## src/hw/rtl/fir_aa_pkg.sv

```systemverilog
// Shared types and constants for the 33-tap anti-aliasing FIR filter.
`timescale 1ns / 1ps

package fir_aa_pkg;

	localparam int TAP_COUNT = 33;
	localparam int PTR_W     = 6;
	localparam int TAP_W     = 18;
	localparam int TAP_FRAC  = 17;
	localparam int ACC_W     = 40;
	localparam int RND_W     = ACC_W + 1 - TAP_FRAC;

	localparam logic signed [TAP_W-1:0] TAP_TABLE [TAP_COUNT] = '{
		-18'sd22,    -18'sd133,   -18'sd418,   -18'sd848,   -18'sd1125,
		-18'sd746,    18'sd548,    18'sd2175,   18'sd2662,   18'sd646,
		-18'sd3485,  -18'sd6753,  -18'sd4890,   18'sd4529,   18'sd19363,
		 18'sd33144,  18'sd38764,  18'sd33144,  18'sd19363,  18'sd4529,
		-18'sd4890,  -18'sd6753,  -18'sd3485,   18'sd646,    18'sd2662,
		 18'sd2175,   18'sd548,   -18'sd746,   -18'sd1125,  -18'sd848,
		-18'sd418,   -18'sd133,   -18'sd22
	};

	typedef enum logic [1:0] {
		ST_IDLE,
		ST_RUN,
		ST_DRAIN,
		ST_DONE
	} fir_state_t;

endpackage

```

## src/hw/rtl/fir_antialias_filter_33tap.sv

```systemverilog
// Top level of the 33-tap anti-aliasing FIR filter with one shared multiply-accumulate unit.
//
// Channel   Signals                          Direction
// in        in_valid, in_stall, sample,      into the block
//           emit_output
// out       out_valid, out_stall, filtered   out of the block
//
// A transfer without the emit flag only stores the sample.
// A transfer with the emit flag holds in_stall high until the output register is loaded:
// 33 reads of the history memory, one per cycle, through a read register and a product
// register into the single accumulator, a drain of that pipeline, then rounding and
// saturation of the sum and the load of the output register.
// Reset clears the control state and marks every history entry as zero.
// A result waiting in the output register holds off new input transfers only once the next
// result is ready; the block then stays busy for as long as out_stall is held.
`timescale 1ns / 1ps

module fir_antialias_filter_33tap
	import fir_aa_pkg::*;
#(
	parameter int SAMPLE_BITS = 16
) (
	input  logic                          clk,
	input  logic                          arst_n,
	input  logic                          in_valid,
	output logic                          in_stall,
	input  logic signed [SAMPLE_BITS-1:0] sample,
	input  logic                          emit_output,
	output logic                          out_valid,
	input  logic                          out_stall,
	output logic signed [SAMPLE_BITS-1:0] filtered
);

	localparam int PROD_W = SAMPLE_BITS + TAP_W;
	localparam logic signed [RND_W-1:0] SAT_HI = RND_W'((1 << (SAMPLE_BITS - 1)) - 1);
	localparam logic signed [RND_W-1:0] SAT_LO = -SAT_HI - RND_W'(1);
	localparam logic [PTR_W-1:0] PTR_LAST = PTR_W'(TAP_COUNT - 1);

	fir_state_t state_q, state_d;

	logic signed [SAMPLE_BITS-1:0] hist_mem [TAP_COUNT];
	logic [TAP_COUNT-1:0]          hist_vld_q;
	logic [PTR_W-1:0]              wr_pos_q;
	logic [PTR_W-1:0]              rd_ptr_q;
	logic [PTR_W-1:0]              rd_cnt_q;
	logic [PTR_W-1:0]              wpos;
	logic [PTR_W-1:0]              wpos_next;

	logic                          vld_s1;
	logic                          hvld_s1;
	logic signed [SAMPLE_BITS-1:0] rdata_s1;
	logic [PTR_W-1:0]              tap_idx_s1;
	logic                          vld_s2;
	logic signed [PROD_W-1:0]      prod_s2;
	logic signed [ACC_W-1:0]       acc_q;

	logic                          out_valid_q;
	logic signed [SAMPLE_BITS-1:0] filtered_q;

	logic                          in_xfer;
	logic                          issue;
	logic                          start;
	logic                          load_out;
	logic [ACC_W:0]                rnd_sum;
	logic signed [RND_W-1:0]       rnd;
	logic signed [RND_W-1:0]       sat;
	logic signed [SAMPLE_BITS-1:0] mul_a;

	assign in_stall  = (state_q != ST_IDLE);
	assign in_xfer   = in_valid && !in_stall;
	assign out_valid = out_valid_q;
	assign filtered  = filtered_q;

	assign wpos      = (wr_pos_q >= PTR_W'(TAP_COUNT)) ? '0 : wr_pos_q;
	assign wpos_next = (wpos == PTR_LAST) ? '0 : wpos + PTR_W'(1);

	always_comb begin
		state_d  = state_q;
		issue    = 1'b0;
		start    = 1'b0;
		load_out = 1'b0;
		case (state_q)
			ST_IDLE: begin
				if (in_xfer && emit_output) begin
					start   = 1'b1;
					state_d = ST_RUN;
				end
			end
			ST_RUN: begin
				issue = 1'b1;
				if (rd_cnt_q == PTR_LAST) begin
					state_d = ST_DRAIN;
				end
			end
			ST_DRAIN: begin
				if (!vld_s1 && !vld_s2) begin
					state_d = ST_DONE;
				end
			end
			ST_DONE: begin
				if (!out_valid_q || !out_stall) begin
					load_out = 1'b1;
					state_d  = ST_IDLE;
				end
			end
			default: begin
				state_d = ST_IDLE;
			end
		endcase
	end

	always_ff @(posedge clk or negedge arst_n) begin
		if (!arst_n) begin
			state_q     <= ST_IDLE;
			wr_pos_q    <= '0;
			hist_vld_q  <= '0;
			rd_ptr_q    <= '0;
			rd_cnt_q    <= '0;
			vld_s1      <= 1'b0;
			vld_s2      <= 1'b0;
			out_valid_q <= 1'b0;
		end else begin
			state_q <= state_d;
			vld_s1  <= issue;
			vld_s2  <= vld_s1;
			if (in_xfer) begin
				wr_pos_q         <= wpos_next;
				hist_vld_q[wpos] <= 1'b1;
			end
			if (start) begin
				rd_ptr_q <= wpos;
				rd_cnt_q <= '0;
			end else if (issue) begin
				rd_ptr_q <= (rd_ptr_q == '0) ? PTR_LAST : rd_ptr_q - PTR_W'(1);
				rd_cnt_q <= rd_cnt_q + PTR_W'(1);
			end
			if (load_out) begin
				out_valid_q <= 1'b1;
			end else if (!out_stall) begin
				out_valid_q <= 1'b0;
			end
		end
	end

	always_ff @(posedge clk) begin
		if (in_xfer) begin
			hist_mem[wpos] <= sample;
		end
		rdata_s1   <= hist_mem[rd_ptr_q];
		hvld_s1    <= hist_vld_q[rd_ptr_q];
		tap_idx_s1 <= rd_cnt_q;
	end

	assign mul_a = hvld_s1 ? rdata_s1 : '0;

	always_ff @(posedge clk) begin
		prod_s2 <= mul_a * TAP_TABLE[tap_idx_s1];
		if (start) begin
			acc_q <= '0;
		end else if (vld_s2) begin
			acc_q <= acc_q + ACC_W'(prod_s2);
		end
		if (load_out) begin
			filtered_q <= sat[SAMPLE_BITS-1:0];
		end
	end

	always_comb begin
		rnd_sum = {acc_q[ACC_W-1], acc_q} + (ACC_W + 1)'(1 << (TAP_FRAC - 1));
		rnd     = rnd_sum[ACC_W:TAP_FRAC];
		if (rnd > SAT_HI) begin
			sat = SAT_HI;
		end else if (rnd < SAT_LO) begin
			sat = SAT_LO;
		end else begin
			sat = rnd;
		end
	end

	a_accumulate_only_busy: assert property (@(posedge clk) disable iff (!arst_n)
		vld_s2 |-> (state_q == ST_RUN || state_q == ST_DRAIN))
		else $error("Product reached the accumulator outside the busy phases.");

	a_emit_starts_run: assert property (@(posedge clk) disable iff (!arst_n)
		(in_valid && !in_stall && emit_output) |=> (state_q == ST_RUN && in_stall))
		else $error("Emit transfer did not start the accumulation.");

	a_wr_pos_range: assert property (@(posedge clk) disable iff (!arst_n)
		wr_pos_q < PTR_W'(TAP_COUNT))
		else $error("Write position left the history range.");

	a_run_count: assert property (@(posedge clk) disable iff (!arst_n)
		(state_q == ST_DRAIN && $past(state_q) == ST_RUN) |-> ($past(rd_cnt_q) == PTR_LAST))
		else $error("Accumulation left the run phase before all taps were read.");

endmodule
```

## config.mk

```make
export PLATFORM = sky130hd
export DESIGN_NAME = fir_antialias_filter_33tap
export DESIGN_NICKNAME = d
export VERILOG_FILES = /design/src/hw/rtl/fir_aa_pkg.sv /design/src/hw/rtl/fir_antialias_filter_33tap.sv
export SDC_FILE = /design/constraint.sdc
export NUM_CORES = 2
export LEC_CHECK = 0
export BUFFER_PORTS_ARGS = -buffer_cell sky130_fd_sc_hd__buf_4
export CORE_AREA = 2 2 271 273
export DETAILED_ROUTE_END_ITERATION = 16
export DIE_AREA = 0 0 273 275
export PLACE_DENSITY = 0.73
export SYNTH_ARGS = -nofsm -noshare
export SYNTH_HDL_FRONTEND = slang
export SYNTH_SLANG_ARGS = --single-unit
```

## constraint.sdc

```tcl
create_clock -name clk -period 8.7 [get_ports clk]
set_input_delay 2.175 -clock clk [delete_from_list [all_inputs] [get_ports clk]]
set_output_delay 2.175 -clock clk [all_outputs]
set_load 0.005 [all_outputs]
```

=== Word level (Yosys, flattened, before mapping) ===
Memory sizes are Yosys's and may differ from the RTL's. A register that Yosys moved wholly into a read port is not among the register bits.
Index checks and enable logic that the tools add are counted.

* Memories: 2
* Memory bits (writable): 528
* Flip-flop bits (word level): 153
* Word-level logic and storage cells: 84
* Bits in latches: 0
* ROM bits: 1152

* Equality and inequality tests: 10
* Reduce and logical (&&, ||, !) cells: 15
* Mux-type cells: 29
* Shift operators: 0
* Bitwise operators: 2
* $lt $le $gt $ge: 7
* Multiply operators: 1
* Div/mod/pow operators: 0
* $add $sub $neg: 5

{| class="wikitable"
|+ Memory list
! name !! words !! bits a word !! rd ports !! clocked after Yosys merged registers in !! wr ports !! line !! source
|-
| (no name shown) || 64 || 18 || 1 || 0 || 0 || fir_antialias_filter_33tap.sv:157 || <nowiki>prod_s2 <= mul_a * TAP_TABLE[tap_idx_s1];</nowiki>
|-
| hist_mem || 33 || 16 || 1 || 1 || 1 || fir_antialias_filter_33tap.sv:41 || <nowiki>logic signed [SAMPLE_BITS-1:0] hist_mem [TAP_COUNT];</nowiki>
|}

{| class="wikitable"
|+ Operators with widths
! cell !! number
|-
| $mux 6 || 7
|-
| $add 40x18->41 const B || 1
|-
| $add 40x34->40 || 1
|-
| $mux 18 || 2
|-
| $mul 16x18->34 || 1
|-
| $or 33x33->33 || 1
|-
| $mux 16 || 2
|-
| $gt 24x16->1 const B || 1
|-
| $lt 24x16->1 const B || 1
|-
| $lt 6x7->1 const B || 2
|-
| $add 6x1->6 const B || 2
|-
| $eq 6x6->1 const B || 2
|-
| $mux 1 || 11
|-
| $mux 2 || 4
|-
| $ne 2x2->1 const B || 4
|-
| $pmux 2 s4 || 1
|-
| $ge 7x7->1 const B || 1
|-
| $not 6->7 || 1
|-
| $bmux 1 s6 || 1
|-
| $demux 1 s6 || 1
|-
| $ge 6x1->1 const B || 1
|-
| $ge 6x6->1 const B || 1
|-
| $logic_not 6->1 || 1
|-
| $sub 6x1->6 const B || 1
|-
| 9 further kinds || 18
|}

=== Logic depth before layout (Yosys ltp) ===
* Depth after elaboration: 7
* Depth in mapped cells: 32

=== Worst setup path before layout ===
No wires, ideal clock.

* Path kind: reg2reg
* Start point: reg tap_idx_s1[0]
* End point: reg prod_s2[33]
* Required time: 8628 ps
* Clock period less this slack: 8165 ps
* Stages on the path, launching flop included: 29
* Buffers on the path: 1
* Arrival time: 8092 ps
* Setup time: 72 ps
* Slack: 535 ps
* Cell sequence: dfxtp_1 inv_1 ha_1 clkbuf_1 or2_2 a21oi_1 o22ai_1 a2111oi_0 nor2_1 fa_1 inv_1 fa_1 fa_1 fa_1 inv_1 fa_1 inv_1 fa_1 inv_1 ha_1 and4_1 and3_1 a221oi_1 o21ai_1 a211oi_1 nor3_1 or3_1 a21oi_1 xnor2_1

* Word-level cells in the longest chain between the ends: 5

{| class="wikitable"
|+ RTL lines
! item !! line !! source
|-
| start: declaration || fir_antialias_filter_33tap.sv:52 || <nowiki>logic [PTR_W-1:0] tap_idx_s1;</nowiki>
|-
| start signal: assignment || fir_antialias_filter_33tap.sv:151 || <nowiki>tap_idx_s1 <= rd_cnt_q;</nowiki>
|-
| $not 6->7 (not written as such) || fir_antialias_filter_33tap.sv:157 ||
|-
| $mem_v2 64x18 || - ||
|-
| $mux 18 (not written as such) (2 in series) || fir_antialias_filter_33tap.sv:157 ||
|-
| $mul 16x18->34 || fir_antialias_filter_33tap.sv:157 ||
|-
| end signal: assignment || fir_antialias_filter_33tap.sv:157 ||
|-
| end: declaration || fir_antialias_filter_33tap.sv:54 || <nowiki>logic signed [PROD_W-1:0] prod_s2;</nowiki>
|}

No other way between the ends. The select of a mux whose other input is x is not followed.
A chain may end at the register's enable or synchronous reset.

=== Worst setup path after layout ===
* Start point: reg tap_idx_s1[0]
* End point: reg prod_s2[30]

Same word-level chain as after synthesis.

==> summary.json <==
{
  "run_status": {
    "run_status": "finished clean"
  },
  "placed_design": {
    "dp.final_hpwl_mm": 63.5,
    "gp_congestion": 0.969,
    "placed_cells": 3937,
    "dpl_cell_area_mm2": 0.0411,
    "numPortBuffers": 38
  },
  "yosys": {
    "async_flop_share_pct": 8.03,
    "synth_mux_area_share_pct": 10.8,
    "synth.ff_latch_count": 697,
    "adder_cell_share_of_the_synthesized_area_pct": 18.9,
    "top_post_synthesis_cells_by_count": "sky130_fd_sc_hd__edfxtp_1 (544), sky130_fd_sc_hd__inv_1 (365), sky130_fd_sc_hd__fa_1 (282)",
    "synthesis.nets": 3431,
    "synthDistinctLibCells": 71,
    "postSynthCellCount": 2982,
    "synth_top_family_by_area": "adder cells",
    "post-synth-top-area-fraction_pct": 41.4,
    "synth_area_per_cell_um2": 13.2,
    "synth_enable_flop_cells": 544,
    "synth_flop_cell": "sky130_fd_sc_hd__edfxtp_1",
    "synth_seq_area_share_pct": 49.9,
    "synth_simple_gate_area_share_pct": 8.41,
    "synth.yosys.warnings": 0,
    "synth_compound_area_share_pct": 5.51,
    "parity_gate_share_of_the_synthesized_area_counting_xor_and_xnor_cells_pct": 1.84,
    "top_count_cell_post_synth": "sky130_fd_sc_hd__edfxtp_1",
    "syn-cell-area_mm2": 0.0395,
    "synth.largest_area_cell": "sky130_fd_sc_hd__edfxtp_1",
    "ys_top_cells_by_area": "sky130_fd_sc_hd__edfxtp_1 (41%), sky130_fd_sc_hd__fa_1 (14%), sky130_fd_sc_hd__mux4_2 (9.7%)"
  },
  "clocking": {
    "cts.path.max_buffers": 3,
    "post_cts.repair.setup_buffers": 0,
    "cts-hold-fix-buffers": 0,
    "cts_resized": 0,
    "cts.sinks": 697,
    "clk_transition_reported_paths_ns": 0.06,
    "numCtsBuffers": 72,
    "cts_tree": "done",
    "clkLatencyLatePin_ns": 0.63,
    "cts_max_level": 3,
    "clockRootBuffer": "sky130_fd_sc_hd__clkbuf_16"
  },
  "route": {
    "routed-via-count": 24300,
    "routed_via_density": 5.98,
    "initialDrtViolationCount": 2102,
    "ant_nets": 0,
    "drt_first_pass_iters": 6,
    "routed_wl_mm": 94.9,
    "drc": 0,
    "avgRoutedWirePerCell_um": 23.3
  },
  "critical_path": {
    "worst_path_max_delay_cell": "sky130_fd_sc_hd__fa_1",
    "critical-path-max-stage-delay_ns": 0.56,
    "crit_path_start_kind": "flop",
    "path_buf_inv": 6,
    "critical_path.endpoint_type": "flop",
    "arrival_ns": 8.67,
    "timing.critical_path.required_ns": 9.24,
    "most_frequent_cell_on_critical_path": "sky130_fd_sc_hd__fa_1",
    "worst_path_maximum_fanout": 9,
    "worst-setup-path-type": "reg2reg",
    "worst_r2r_startpoint": "tap_idx_s1[0]",
    "start_point_of_the_critical_path": "tap_idx_s1[0]",
    "crit_family": "adder cells"
  },
  "final_layout": {
    "fin_nets": 3501,
    "n_fill_cell": 5477,
    "final_area_mm2": 0.0435,
    "area.growth.synth_to_final_pct": 10.3,
    "post_route_cells_drive_above_1_share_pct": 14.9,
    "layoutNonFillerInstCount": 4070,
    "count_of_inserted_antenna_diode_cells": 0
  },
  "global_routing": {
    "first_global_vias": 25900,
    "number_of_antenna_violations_at_the_first_check_in_global_routing": 0,
    "first_pass_grt_wire_length_mm": 149,
    "grt_max_degree": 57,
    "gr-usage-all-layers_pct": 26.2,
    "globalRoute.totalOverflow": 0
  },
  "timing": {
    "finalSetupViolations": 0,
    "maxClockFrequency_mhz": 123,
    "period_minus_slack_ns": 8.13,
    "finalClockSkew_ns": 0.0309,
    "report.final.slew_viol_count": 0,
    "final_min_period_over_clock_period_pct": 93.4,
    "hold_violations": 0,
    "worst_slew_pin_slew_ns": 1.04,
    "maxSlewHeadroom_pct": 30.6,
    "fin_setup_tns_ns": 0,
    "hold_slack_ns": 0.372,
    "rsz0062_at_grt": "false"
  },
  "min_path": {
    "min_from": "vld_s1",
    "hold_path_class": "reg2reg"
  },
  "power_and_ir_drop": {
    "design_power_total_uw": 17400,
    "power.static_leakage_uw": 0.0173,
    "p_per_area_mw_per_mm2": 400,
    "ir_drop_v": 0.000368
  },
  "floorplan": {
    "design.die.area_mm2": 0.0751,
    "chipWidth_um": 273,
    "placement_rows": 99,
    "dieHeight_um": 275,
    "fp.coreArea_mm2": 0.0723,
    "io_pins": 39,
    "initial_core_util_pct": 54.6
  },
  "job": {
    "drv.max_cap_violation_count": 0
  }
}
layout by cell type (no fill, tap or decap), drive strengths merged, types with 16 or more instances in the layout:
cell type,count
edfxtp,544
inv,369
fa,282
nor2,275
nand2,202
mux4,170
ha,146
buf,121
a21oi,104
dfxtp,97
clkbuf,96
o21ai,80
nand3,59
dfrtp,56
xnor2,51
or2,41
mux2i,37
xor2,32
a21o,31
nor3,28
clkinv,28
nand2b,19
a211oi,18
nor2b,17
and3,16
area by class of cell:
class	count	area [um^2]	share of cell area [%]
inverter	366	1370	3.16
clock inverter	37	437	1.00
multi-input combinational	1794	18000	41.2
tap	959	1200	2.76
timing repair buffer	121	908	2.09
clock buffer	96	1970	4.53
sequential	697	19700	45.2
worst paths after layout:
kind                            endpoint  slack [ns]  cells after the start
setup / recovery             prod_s2[30]        0.57                     29
hold / removal                    vld_s2        0.37                      0
setup reg to reg             prod_s2[30]        0.57                     29
hold reg to reg                   vld_s2        0.37                      0
max in group asynchronous    rd_ptr_q[1]        6.43                      1
min in group asynchronous  hist_vld_q[8]        1.62                      1
kinds of logic (layout without fill, tap and decap cells):
kind of cell / count (synthesis) / in the layout
AND/OR/NAND/NOR: 731 / 731
adder cells (fa/ha/maj): 428 / 428
XOR/XNOR: 83 / 83
multiplexers: 211 / 211
flip-flops: 697 / 697
buffers and inverters: 491 / 620
AO/OA/AOI/OAI: 341 / 341
power by group:
part | leakage (uW) | switching (uW) | total [uW] | internal [uW]
logic | 0.00970 | 5740 | 9900 | 4160
registers | 0.00645 | 388 | 4410 | 4020
clock network | 0.00118 | 1320 | 3100 | 1780
routing by layer:
layer	vias to the layer above	GRT usage (%)	part of all wire, %	routed length (um)
met5	-	0	0	0
met4	0	9.89	3.7	3510
met3	222	3.90	6.4	6070
met2	1025	46.4	52	49600
met1	12400	32.6	38	35700
li1	10600	-	-	-
registers in the layout, indices dropped and copies added, names as in the netlist:
name	count
rd_ptr_q	6
rdata_s1	16
state_q	2
wr_pos_q	6
tap_idx_s1	6
vld_s1	1
hist_mem	528
rd_cnt_q	6
prod_s2	34
vld_s2	1
hvld_s1	1
filtered	16
out_valid	1
hist_vld_q	33
acc_q	40
worst register-to-register path: cells and delay by family, from the launching register on:
kind	cells	cell delay, ns
AO/OA/AOI/OAI	12	2.77
XOR/XNOR	1	0.13
adder cells (fa/ha/maj)	8	3.80
buffers and inverters	6	0.59
flip-flops	1	0.33
AND/OR/NAND/NOR	2	0.43
metrics by stage:
step | util, % | setup WS, ns
floorplan | - | 0.535
CTS | 60.2 | 0.617
global route | 60.2 | 0.0856
global placement | 56.8 | 0.722
detailed placement | 56.8 | 0.629
finish | 60.2 | 0.575
Power figures use the tool's default switching activity.
